`src/sv/tss_pkg.sv`:
```
// shared types, widths and constants for the triangle scanline span block
package tss_pkg;

    // vertex coordinate width
    localparam int COORD_BITS = 12;
    localparam int ROW_W      = 11;
    localparam int REG_W      = 12;
    localparam int SPAN_W     = 11;

    // arithmetic widths derived from the coordinate width
    localparam int DIFF_W = COORD_BITS + 1;
    localparam int DY_W   = ((COORD_BITS > ROW_W + 1) ? COORD_BITS : ROW_W + 1) + 1;
    localparam int P1_W   = COORD_BITS + COORD_BITS + 1;
    localparam int P2_W   = DY_W + DIFF_W;
    localparam int NUM_W  = ((P1_W > P2_W) ? P1_W : P2_W) + 1;
    localparam int REM_W  = NUM_W + 2;
    localparam int DV_W   = COORD_BITS + 1;
    localparam int Q_W    = COORD_BITS + 1;
    localparam int X_W    = Q_W + 1;
    localparam int DIV_LAT = Q_W + 3;

    // register indexes
    localparam logic CFG_WIDTH  = 1'b0;
    localparam logic CFG_HEIGHT = 1'b1;

    localparam logic [REG_W-1:0] WIDTH_RST  = REG_W'(640);
    localparam logic [REG_W-1:0] HEIGHT_RST = REG_W'(480);
    localparam logic [REG_W-1:0] MAX_SPAN   = REG_W'(2048);

    // queue sizes
    localparam int JQ_DEPTH = 4;
    localparam int JQ_AW    = 2;
    localparam int OQ_DEPTH = 32;
    localparam int OQ_AW    = 5;

    // one edge to evaluate at the row
    typedef struct packed {
        logic signed [COORD_BITS-1:0] xa;
        logic signed [COORD_BITS-1:0] ya;
        logic signed [COORD_BITS-1:0] xb;
        logic signed [COORD_BITS-1:0] yb;
        logic                         hz;
        logic signed [COORD_BITS-1:0] fb;
    } t_edge;

    // classified item handed from front to back
    typedef struct packed {
        logic             miss;
        logic [ROW_W-1:0] row;
        t_edge            e1;
        t_edge            e2;
    } t_job;

    // one result
    typedef struct packed {
        logic              covered;
        logic [SPAN_W-1:0] span_start;
        logic [SPAN_W-1:0] span_end;
    } t_res;

endpackage

```
`src/sv/tss_front.sv`:
```
// front end: finds the top vertex, picks each side's edge and flags rows off the triangle or at or below the height
module tss_front (
    input  logic signed [tss_pkg::COORD_BITS-1:0] i_vertex_a_x,
    input  logic signed [tss_pkg::COORD_BITS-1:0] i_vertex_a_y,
    input  logic signed [tss_pkg::COORD_BITS-1:0] i_vertex_b_x,
    input  logic signed [tss_pkg::COORD_BITS-1:0] i_vertex_b_y,
    input  logic signed [tss_pkg::COORD_BITS-1:0] i_vertex_c_x,
    input  logic signed [tss_pkg::COORD_BITS-1:0] i_vertex_c_y,
    input  logic        [tss_pkg::ROW_W-1:0]      i_scan_row,
    input  logic        [tss_pkg::REG_W-1:0]      i_height,
    output tss_pkg::t_job                         o_job
);
    logic signed [tss_pkg::COORD_BITS-1:0] tx, ty, mx, my, nx, ny, by;
    logic signed [tss_pkg::DY_W-1:0]       row_s, ty_s, by_s, my_s, ny_s;

    // top vertex is the first lowest y, the others keep order
    always_comb begin
        if (i_vertex_c_y < i_vertex_a_y && i_vertex_c_y < i_vertex_b_y) begin
            tx = i_vertex_c_x; ty = i_vertex_c_y;
            mx = i_vertex_a_x; my = i_vertex_a_y;
            nx = i_vertex_b_x; ny = i_vertex_b_y;
        end else if (i_vertex_b_y < i_vertex_a_y) begin
            tx = i_vertex_b_x; ty = i_vertex_b_y;
            mx = i_vertex_a_x; my = i_vertex_a_y;
            nx = i_vertex_c_x; ny = i_vertex_c_y;
        end else begin
            tx = i_vertex_a_x; ty = i_vertex_a_y;
            mx = i_vertex_b_x; my = i_vertex_b_y;
            nx = i_vertex_c_x; ny = i_vertex_c_y;
        end
        by = i_vertex_a_y;
        if (i_vertex_b_y > by) by = i_vertex_b_y;
        if (i_vertex_c_y > by) by = i_vertex_c_y;
    end

    assign row_s = $signed({{(tss_pkg::DY_W-tss_pkg::ROW_W){1'b0}}, i_scan_row});
    assign ty_s  = tss_pkg::DY_W'(ty);
    assign by_s  = tss_pkg::DY_W'(by);
    assign my_s  = tss_pkg::DY_W'(my);
    assign ny_s  = tss_pkg::DY_W'(ny);

    // edge choice per side and the miss flag
    always_comb begin
        o_job.row  = i_scan_row;
        o_job.miss = (row_s < ty_s) || (row_s > by_s) ||
                     ({1'b0, i_scan_row} >= i_height);
        if (row_s >= my_s) begin
            o_job.e1.xa = mx; o_job.e1.ya = my; o_job.e1.xb = nx; o_job.e1.yb = ny;
        end else begin
            o_job.e1.xa = tx; o_job.e1.ya = ty; o_job.e1.xb = mx; o_job.e1.yb = my;
        end
        o_job.e1.hz = (o_job.e1.ya == o_job.e1.yb);
        o_job.e1.fb = mx;
        if (row_s >= ny_s) begin
            o_job.e2.xa = mx; o_job.e2.ya = my; o_job.e2.xb = nx; o_job.e2.yb = ny;
        end else begin
            o_job.e2.xa = tx; o_job.e2.ya = ty; o_job.e2.xb = nx; o_job.e2.yb = ny;
        end
        o_job.e2.hz = (o_job.e2.ya == o_job.e2.yb);
        o_job.e2.fb = nx;
    end
endmodule

```
`config.mk`:
```
export PLATFORM = sky130hd
export DESIGN_NAME = tss_front
export DESIGN_NICKNAME = d
export VERILOG_FILES = /design/src/sv/tss_pkg.sv /design/src/sv/tss_front.sv
export SDC_FILE = /design/constraint.sdc
export NUM_CORES = 1
export LEC_CHECK = 0
export BUFFER_PORTS_ARGS = -buffer_cell sky130_fd_sc_hd__buf_2
export CAP_MARGIN = 30
export CORE_ASPECT_RATIO = 1.4
export CORE_MARGIN = 5
export CORE_UTILIZATION = 53
export DETAILED_ROUTE_END_ITERATION = 7
export PLACE_DENSITY = 0.87
export SLEW_MARGIN = 0
export SYNTH_ARGS = -nofsm -noshare
export SYNTH_HDL_FRONTEND = slang
export SYNTH_SLANG_ARGS = --single-unit
```
`constraint.sdc`:
```
create_clock -name vclk -period 12.65
set_clock_uncertainty 0.1 [all_clocks]
set_input_delay 2.53 -clock vclk [all_inputs]
set_output_delay 2.53 -clock vclk [all_outputs]
set_load 0.05 [all_outputs]
```
Yosys cells after proc, flatten, opt, wreduce, memory -nomap -nowiden
Index checks and enable logic that the tools add are counted.
- magnitude comparators: 10
- equal/unequal tests: 2
- multiplexer cells: 14
- reductions and logical operators: 3
- operator list (cell ; count):
    12-bit two-way mux ; 12
    48-bit two-way mux ; 2
    12-bit < comparator ; 4
    12-bit greater-than comparator ; 3
    12-bit == test ; 2
    12-bit >= comparator ; 2
    11-bit by 12-bit >= comparator with 1-bit output ; 1
    1-bit logical OR ; 2
    1-bit logical AND ; 1
- register bits: 0
- input bits: 95
- output and inout bits: 134
- word-level logic and storage cells: 29

Logic depth before layout (Yosys ltp)
- word-level depth: 7
- mapped depth: 36
- mapped depth without buffers: 31

Worst setup path after synthesis
Ideal clock, no wire load.
- kind: input to output
- start: input port i_vertex_b_y[4] (netlist name)
- end: output port o_job[12] (netlist name)
- arrival time: 10.008 ns
- required time: 10.020 ns
- slack: 0.012 ns
- stages: 21
- buffers on the path: 4
- path through: clkbuf_1 inv_1 ha_1 nand4_1 o311a_1 o221a_1 buf_4 buf_4 clkbuf_1 o21ai_0 ha_1 nand2b_1 a31oi_1 o211ai_1 a311oi_4 xnor2_1 nand2_1 o221ai_1 xnor2_1 nand2_1 nor4_1
- RTL lines (element ; RTL line ; source):
    from (decl) ; tss_front.sv:6 ; input logic signed [tss_pkg::COORD_BITS-1:0] i_vertex_b_y,
    to (decl) ; tss_front.sv:11 ; output tss_pkg::t_job o_job

==> impl_results.md <==
- Mapped Area: a little over 0.006 sq mm
- P&R area growth vs syn: 16.1%
- Status: finished clean
- Logic gate share of total power: 1.000
- Final setup vio count: 0
- Minimum clock period: between 10 and 15 ns
- Clock share of power: 0
- Final Wtd Congestion: around 1.1
- DRT Pass-1 Iters: 6
- Share of layout cells above drive strength 1: 0.280
- Worst VDD drop: 0.0973 mV
- HPWL Detailed: around 21,000 um
- WL/cell: 22.6 um
- Rel. slew slack: 0.209
- Syn Nets: ~1.1k
- Via/cell ratio: around 6.8
- Fillers: approximately 1.1k
- PostCTS Resize Cnt: 0
- PD cells: around 140 mW/mm^2
- Slew @ Worst Pin: roughly 1.2 ns
- Hold buffers post-CTS: 0
- Row count: 46
- Syn Inst Count: slightly below 900
- Max-cap check violation count: 0
- Initial Utilization: 0.535
- Residual DRC: 0
- FF/Latch Area: 0 sq um
- Leak Pwr: 3.65 nW
- Psw: 0.690 mW
- CP peak stage delay: ~0.87 ns
- IO buf count: approximately 230
- Final hold viol count: 0
- Final wirelength: roughly 27,000 um
- Antenna violations before repair: 0
- Grt ovf: 0
- Hold Worst Slack: 5.29 ns
- Initial DRC count: about 840
- Die Area: approximately 0.014 sq mm
- Clock Buffer Count: 0
- Vias: 7,999
- Kind of critical path: in2out
- Hold path start: i_scan_row[0]
- Slowest cell on the critical path: nor4_1
- CP bufs+invs: 4
- Largest net degree at the start of global routing: 38
- Area of the multi-input gates: ~0.0054 sq mm
- Fin nets: around 1.2k
- Switching fraction of total power: 0.725
- WP data arrival: 9.30 ns
- Setup TNS: 0 ns
- Die Y: ~140 um
- Core Region: 0.0113 sq mm
- RSZ-0062 raised after global routing: no
- Tcrit/Tclk final: 0.943
- Hold Path End: o_job[122]
- Synth cell types: 67
- Synthesized area per cell: 6.92 sq um
- Sequential Power Share: 0
- N_diodes: 0
- Io pins: 229
- Total GRT Usage: 0.370
- Vias in the first global route: 7,692
- Crit path capture type: output pin
- Fmax: about 84 MHz
- Seq/Total Area, Yosys: 0
- Min-Delay Path Class: in2out
- Sequential cell count: 0
- First-pass GRT wire length: between 40,000 and 50,000 um
- Post-CTS setup buffer count: 0
- CP Launch Type: primary input
- Max Slew Vio Count: 0
- Crit path max-delay family: compound AO/OA/AOI/OAI gates
- Post-route antenna net violation count: 0
- Worst Hold Depth: 2
- Chip width: 100 um
- Critical-path cell list: buf_2, inv_1, ha_1, and4_1, a21oi_1, a211oi_2, a21oi_2, buf_4, nor2_8, o21ai_0, ha_1, nand2b_1, a2111oi_0, o21ai_0, a21o_1, a2111o_1, nand2_1, a221oi_1, a21oi_1, nand4_1, nor4_1, buf_2
- Internal power: around 0.26 mW
- CP max FO: 30
- Required @ worst endpoint: 10.02 ns
- Warnings, synthesis: 0
## synthesized netlist by cell type, drive strengths merged, types with 19 or more instances
cell / instances / area, sq um
a21o: 19 / 143
a21oi: 61 / 309
a22oi: 53 / 398
buf: 52 / 347
clkbuf: 31 / 116
ha: 100 / 1250
inv: 57 / 214
mux2: 26 / 293
mux2i: 47 / 498
nand2: 96 / 360
nor2: 53 / 218
o21ai: 93 / 465
## cell families after synthesis
kind of cell             synth area share
XOR/XNOR                           0.0305
AND/OR/NAND/NOR                     0.167
adder cells (fa/ha/maj)             0.207
buffers and inverters               0.112
multiplexers                        0.131
AO/OA/AOI/OAI                       0.352
## layer usage
layer	global-route usage	vias to the layer above	wire length (um)
li1	-	3570	-
met1	0.421	3580	9080
met2	0.623	657	12300
met3	0.0565	192	2840
met4	0.259	0	2360
met5	0	-	0
## power groups by stage
stage	combinational, mW	clock, mW	sequential [mW]
global placement	0.920	0	0
global route	1.01	0	0
CTS	0.935	0	0
detailed placement	0.932	0	0
finish	0.952	0	0
floorplan	0.715	0	0
## final cells by class
type                            instances  area share
Multi-Input combinational cell        733       0.765
Tap cell                              144      0.0257
Inverter                               57      0.0305
Timing Repair Buffer                  243       0.178
## cell usage in the layout (no fill, tap or decap), drive strengths merged, types with 5 or more instances in the layout
| cell | instances |
|---|---|
| a221o | 5 |
| nand2 | 96 |
| o21a | 13 |
| a21oi | 61 |
| a31oi | 9 |
| nand4 | 10 |
| xor2 | 8 |
| a221oi | 9 |
| a211oi | 5 |
| nand2b | 10 |
| a21o | 19 |
| o22ai | 5 |
| nor3 | 15 |
| mux2 | 26 |
| nand3 | 16 |
| buf | 243 |
| nor2b | 5 |
| a22oi | 53 |
| ha | 100 |
| xnor2 | 13 |
| nor2 | 53 |
| inv | 57 |
| o21ai | 93 |
| mux2i | 47 |
| o211ai | 8 |
## worst max path at each step
stage | startpoint | end | slack (ns) | cells after the start
floorplan | i_vertex_b_y[4] | o_job[12] | 0.01 | 21
global placement | i_vertex_a_y[11] | o_job[73] | 1.38 | 22
detailed placement | i_vertex_a_y[11] | o_job[73] | 1.26 | 22
CTS | i_vertex_a_y[11] | o_job[73] | 1.22 | 22
global route | i_vertex_a_y[11] | o_job[73] | 0.46 | 23
finish | i_vertex_a_y[11] | o_job[73] | 0.72 | 22
## metrics by stage
step	worst slack (ns)	instance area, sq um	total power [mW]	cells	utilization
after CTS	1.22	7010	0.935	1177	0.622
after detailed placement	1.26	7010	0.932	1177	0.622
after floorplan	0.0115	6040	0.715	873	-
after global routing	0.456	7010	1.01	1177	0.622
final	0.725	7010	0.952	1177	0.622
after global placement	1.38	7000	0.920	1175	0.620
Note: power is estimated with default switching activity, not from simulation.
