### src/sv/tss_pkg.sv
// shared types, widths and constants for the triangle scanline span block
package tss_pkg;

    // vertex coordinate width
    localparam int COORD_BITS = 12;
    localparam int ROW_W      = 11;
    localparam int REG_W      = 12;
    localparam int SPAN_W     = 11;

    // arithmetic widths derived from the coordinate width
    localparam int DIFF_W = COORD_BITS + 1;
    localparam int DY_W   = ((COORD_BITS > ROW_W + 1) ? COORD_BITS : ROW_W + 1) + 1;
    localparam int P1_W   = COORD_BITS + COORD_BITS + 1;
    localparam int P2_W   = DY_W + DIFF_W;
    localparam int NUM_W  = ((P1_W > P2_W) ? P1_W : P2_W) + 1;
    localparam int REM_W  = NUM_W + 2;
    localparam int DV_W   = COORD_BITS + 1;
    localparam int Q_W    = COORD_BITS + 1;
    localparam int X_W    = Q_W + 1;
    localparam int DIV_LAT = Q_W + 3;

    // register indexes
    localparam logic CFG_WIDTH  = 1'b0;
    localparam logic CFG_HEIGHT = 1'b1;

    localparam logic [REG_W-1:0] WIDTH_RST  = REG_W'(640);
    localparam logic [REG_W-1:0] HEIGHT_RST = REG_W'(480);
    localparam logic [REG_W-1:0] MAX_SPAN   = REG_W'(2048);

    // queue sizes
    localparam int JQ_DEPTH = 4;
    localparam int JQ_AW    = 2;
    localparam int OQ_DEPTH = 32;
    localparam int OQ_AW    = 5;

    // one edge to evaluate at the row
    typedef struct packed {
        logic signed [COORD_BITS-1:0] xa;
        logic signed [COORD_BITS-1:0] ya;
        logic signed [COORD_BITS-1:0] xb;
        logic signed [COORD_BITS-1:0] yb;
        logic                         hz;
        logic signed [COORD_BITS-1:0] fb;
    } t_edge;

    // classified item handed from front to back
    typedef struct packed {
        logic             miss;
        logic [ROW_W-1:0] row;
        t_edge            e1;
        t_edge            e2;
    } t_job;

    // one result
    typedef struct packed {
        logic              covered;
        logic [SPAN_W-1:0] span_start;
        logic [SPAN_W-1:0] span_end;
    } t_res;

endpackage

### src/sv/tss_job_queue.sv
// short queue of classified items between front and back
module tss_job_queue (
    input  logic          i_clk,
    input  logic          i_rst_n,
    input  logic          i_push,
    input  tss_pkg::t_job i_data,
    output logic          o_full,
    input  logic          i_pop,
    output logic          o_empty,
    output tss_pkg::t_job o_data
);
    tss_pkg::t_job                r_mem [tss_pkg::JQ_DEPTH];
    logic [tss_pkg::JQ_AW-1:0]    r_wp, r_rp, n_wp, n_rp;
    logic [tss_pkg::JQ_AW:0]      r_cnt, n_cnt;
    logic                         do_push, do_pop;

    assign o_full  = (r_cnt == (tss_pkg::JQ_AW+1)'(tss_pkg::JQ_DEPTH));
    assign o_empty = (r_cnt == '0);
    assign do_push = i_push && !o_full;
    assign do_pop  = i_pop && !o_empty;
    assign o_data  = r_mem[r_rp];

    // pointer and count update
    always_comb begin
        n_wp  = do_push ? r_wp + 1'b1 : r_wp;
        n_rp  = do_pop ? r_rp + 1'b1 : r_rp;
        n_cnt = r_cnt + (tss_pkg::JQ_AW+1)'(do_push) - (tss_pkg::JQ_AW+1)'(do_pop);
    end

    always_ff @(posedge i_clk) begin
        if (!i_rst_n) begin
            r_wp  <= '0;
            r_rp  <= '0;
            r_cnt <= '0;
        end else begin
            r_wp  <= n_wp;
            r_rp  <= n_rp;
            r_cnt <= n_cnt;
        end
    end

    // storage
    always_ff @(posedge i_clk) begin
        if (do_push) begin
            r_mem[r_wp] <= i_data;
        end
    end
endmodule

### config.mk
export PLATFORM = sky130hd
export DESIGN_NAME = tss_job_queue
export DESIGN_NICKNAME = d
export VERILOG_FILES = /design/src/sv/tss_pkg.sv /design/src/sv/tss_job_queue.sv
export SDC_FILE = /design/constraint.sdc
export NUM_CORES = 1
export LEC_CHECK = 0
export BUFFER_PORTS_ARGS = -buffer_cell sky130_fd_sc_hd__buf_4
export CORE_MARGIN = 2
export CORE_UTILIZATION = 53
export CTS_CLUSTER_SIZE = 25
export DETAILED_ROUTE_END_ITERATION = 8
export GPL_ROUTABILITY_DRIVEN = 1
export HOLD_SLACK_MARGIN = 0.03
export PLACE_DENSITY_LB_ADDON = 0.1
export SLEW_MARGIN = 30
export SYNTH_ARGS = -nofsm -noshare
export SYNTH_HDL_FRONTEND = slang
export SYNTH_SLANG_ARGS = --single-unit
### constraint.sdc
create_clock -name i_clk -period 5.3 [get_ports i_clk]
set_clock_uncertainty 0.15 [all_clocks]
set_input_delay 0.53 -clock i_clk [delete_from_list [all_inputs] [get_ports i_clk]]
set_output_delay 0.53 -clock i_clk [all_outputs]
set_load 0.1 [all_outputs]
# Word-level counts from Yosys, hierarchy flattened
# Memories as Yosys holds them, arrays and structs flattened. A register that Yosys moved wholly into a read port is not among the register bits.
# Cells that the tools add are included.
[op_classes]
n_reduce_logical = 5
n_eq_ne = 1
n_addsub = 4
n_mux = 4
[ops]
columns = ["op", "count"]
rows = [
  ["adder 2 x 1 -> 2 bit (second input constant)", 2],
  ["two-way mux 2 bit", 2],
  ["adder 3 x 1 -> 3 bit", 1],
  ["== test 3 bit (second input constant)", 1],
  ["logical NOT 3 bit", 1],
  ["subtractor 3 x 1 -> 3 bit", 1],
  ["logical AND 1 bit", 2],
  ["logical NOT 1 bit", 2],
  ["two-way mux 1 bit", 2],
]
[word_totals]
ramBits = 536
regBits = 7
memories = 1
in_bits = 138
[memory_table]
columns = ["name", "depth", "word_bits", "read_ports", "rd_ports_with_merged_regs", "wr", "line", "source"]
rows = [
  ["r_mem", 4, 134, 1, 1, 1, "tss_job_queue.sv:12", "tss_pkg::t_job r_mem [tss_pkg::JQ_DEPTH];"],
]

# Logic depth before layout (Yosys ltp)
[depth]
depth_word = 5
mapped_depth = 11
mapped_depth_nobuf = 10

# Least setup slack after synthesis
# Ideal clock, no wire load.
[synth_path]
path_type = "register -> register"
from = "register r_cnt[2] in the netlist's numbering"
to = "memory r_mem[0][0] in the netlist's numbering (enable)"
synth_period_minus_slack_ns = 5.519
setup_time_ns = 0.850
arrival_ns = 4.520
stages_incl_launch_ff = 5
n_path_buf = 1
required_time_ns = 4.300
setup_slack_ns = -0.219
cell_sequence = "dfxtp_1 > nor3b_1 > nor2b_1 > clkbuf_1 > and2_1"
[synth_via]
elab_chain_len = 5
[synth_rtl]
columns = ["item", "line", "source"]
rows = [
  ["from (decl)", "tss_job_queue.sv:14", "logic [tss_pkg::JQ_AW:0] r_cnt, n_cnt;"],
  ["from (signal assigned)", "tss_job_queue.sv:38", "r_cnt <= n_cnt;"],
  ["== test 3 bit", "tss_job_queue.sv:17", "assign o_full = (r_cnt == (tss_pkg::JQ_AW+1)'(tss_pkg::JQ_DEPTH));"],
  ["named net o_full", "tss_job_queue.sv:7", "output logic o_full,"],
  ["logical NOT 1 bit", "tss_job_queue.sv:19", "assign do_push = i_push && !o_full;"],
  ["logical AND 1 bit", "tss_job_queue.sv:19", ""],
  ["two-way mux 1 bit", "tss_job_queue.sv:44", "if (do_push) begin"],
  ["two-way mux 1 bit (not written as such)", "tss_job_queue.sv:45", "r_mem[r_wp] <= i_data;"],
  ["to (decl)", "tss_job_queue.sv:12", ""],
]
# The timed path passes the listed nets, and every way through them passes these cells.

==> flow_summary.json <==
{
  "status": "completed",
  "cpMostUsedCell": "buf_4",
  "rsz0062_at_grt": "false",
  "combPwrFrac_pct": 38.4,
  "switching_share_pct": 40.3,
  "powerDensity_mw_per_mm2": 568,
  "critical-path-max-stage-delay_ns": 0.86,
  "dieHeight_um": 197,
  "firstDrtPassIters": 5,
  "arrival_ns": 2.89,
  "design_area_sq_mm": 0.0254,
  "overflow": 0,
  "hold_ws_ns": 0.0805,
  "clock.fmax_ghz": 0.280,
  "critical_path.top_delay_family": "flip-flops",
  "final.setup.worst_slack_ns": 1.73,
  "critPathSlowestCell": "dfxtp_4",
  "layout_commonest_cell": "edfxtp_1",
  "p_switching_mw": 5.80,
  "hold_viol": 0,
  "final_cell_mix": "edfxtp_1, buf_4, mux4_2, dlygate4sd3_1, clkbuf_16",
  "finalSetupViolCount": 0,
  "dr.first_iter.drc_count": 500,
  "top_level_ports": 274,
  "numCtsBuffers": 54,
  "grtUsageTotal_pct": 19.9,
  "cts.sinks": 545,
  "grt_max_degree": 99,
  "fp.dieArea_sq_mm": 0.0389,
  "slew_headroom_pct": 40.8,
  "globalplace.congestion": 0.707,
  "clockPowerShare_pct": 24.1,
  "path_cells": "buf_4 -> mux4_2 -> buf_4",
  "worst-path-max-fanout": 38,
  "start_kind": "flop",
  "worstPathRequired_ns": 4.62,
  "p_int_mw": 8.61,
  "syn-num-nets": 896,
  "hp-class": "in2reg",
  "ys_warn_count": 0,
  "path_clk_slew_ns": 0.06,
  "route.detailed.drc": 0,
  "first_global_vias": 10100,
  "htree_num_levels": 2,
  "post_drt_wl_per_cell_um": 22.3,
  "rows": 70,
  "place_area_sq_mm": 0.0224,
  "io_buffers": 273,
  "cts_tree": "built",
  "vias_per_cell": 5.45,
  "fin_crit_sh_pct": 67.4,
  "area_delta_synth_final_pct": 28.3,
  "synth_area_sq_mm": 0.0198,
  "start_util_pct": 53.9,
  "synth_cells": 751,
  "drv_slew": 0,
  "num_vias": 9289,
  "clock_tree.buffer_depth": 3,
  "cts-root-buf": "clkbuf_16",
  "dp_hpwl_um": 21100,
  "worstMarginPinSlew_ns": 0.888,
  "pwr-share-seq_pct": 37.5,
  "clk-insertion-delay-late_ns": 0.60,
  "tns_ns": 0,
  "ir_worst_vdd_v": 0.000380,
  "p_total_mw": 14.4,
  "core_sq_mm": 0.0367,
  "maxCapViolations": 0,
  "yosysUniqueCellTypes": 20,
  "path_buf_inv": 2,
  "ys_ff_latch": 545,
  "wl_um": 38000,
  "path_class": "reg2out",
  "grt_pass1_wl_um": 57700,
  "fin_nets": 1341,
  "grt_antenna_before_repair": 3,
  "die_w_um": 197,
  "post_cts_buffers": 0,
  "leakagePower_nw": 8.58,
  "drive_above_1_share_pct": 40.1,
  "antenna_left": 0,
  "crit_path_end_kind": "output port",
  "min_period_ns": 3.57,
  "yosysSeqAreaShare_pct": 82.3,
  "post-place-ws_ns": 2.23,
  "syn_area_per_cell_sq_um": 26.3
}
-- registers in the layout (all words and copies together), names as in the netlist, named ones only --
name / cells
r_mem: 536
r_wp: 2
r_cnt: 3
r_rp: 2
-- worst register-to-register path, delay by kind of cell, from the launching register on --
kind          cells  cell delay, ns
simple gates      3            1.43
flops             1            0.34
buf+inv           1            0.49
-- per-layer routing --
layer | routed length, um | share of wire (%) | vias to the layer above | GRT usage (%)
met1 | 15900 | 42 | 4842 | 26.4
li1 | - | - | 4126 | -
met2 | 18500 | 49 | 260 | 32.2
met5 | 0 | 0 | - | 0
met3 | 2650 | 7.0 | 61 | 5.45
met4 | 908 | 2.4 | 0 | 7.07
-- worst paths after layout --
check | from | endpoint | slack [ns] | cells after the start
setup / recovery | flop | o_data[124] | 1.73 | 3
hold / removal | i_rst_n | r_cnt[2]$_SDFF_PN0_ | 0.08 | 2
setup reg to reg | r_cnt[2]$_SDFF_PN0_ | r_mem[2][88]$_DFFE_PP_ | 2.53 | 4
hold reg to reg | r_wp[1]$_SDFFE_PN0P_ | r_wp[1]$_SDFFE_PN0P_ | 0.35 | 2
-- synthesized netlist by cell type, drive strengths merged --
cell type,instances,area [sq um]
edfxtp,536,16100
mux4,134,3020
buf,23,165
clkbuf,9,33.8
dfxtp,9,180
and2,7,43.8
ha,6,75.1
inv,6,22.5
nand2,6,22.5
o21ai,3,15.0
mux2i,2,20.0
nor2b,2,12.5
xnor2,2,17.5
a21boi,1,7.51
fa,1,20.0
nor3,1,5.00
nor3b,1,7.51
or3,1,6.26
or4bb,1,11.3
-- power groups by stage --
stage | clock [mW] | combinational (mW) | sequential [mW]
global route | 3.71 | 5.72 | 5.45
CTS | 3.56 | 5.58 | 5.41
global placement | 0 | 5.49 | 5.48
floorplan | 0 | 4.47 | 5.43
finish | 3.47 | 5.53 | 5.40
detailed placement | 0 | 5.49 | 5.50
-- final cells by class --
type / count / area [sq um]
clock inverter: 22 / 119
clock buffer: 71 / 1480
fill: 2236 / 11300
multi-input combinational: 168 / 3300
tap: 468 / 586
sequential: 545 / 16300
timing repair buffer: 421 / 3580
inverter: 6 / 22.5
antenna: 3 / 7.51
-- metrics by stage --
step	instances	util (%)
after CTS	1700	69.1
after floorplan	751	-
final	1704	69.2
after global placement	1473	61.1
after global routing	1702	69.1
after detailed placement	1473	61.1
-- logic make-up (layout without fill, tap and decap cells) --
kind of cell	Yosys count	after routing	share of synthesized area, %
mux	136	136	15.4
simple gates	19	19	0.550
buf+inv	38	520	1.12
compound gates	4	4	0.114
xor+xnor	2	2	0.0886
flops	545	545	82.3
fa+ha+maj	7	7	0.481
other cells	0	3	0
-- repair_timing --
| action | 4_1_cts | 5_1_grt |
|---|---|---|
| hold buffers | 134 | 0 |
| endpoints found under the setup margin | 0 | 0 |
| gates resized for setup | 0 | 0 |
| hold endpoints to repair | 536 | 0 |
Note: power is estimated with default switching activity, not from simulation.
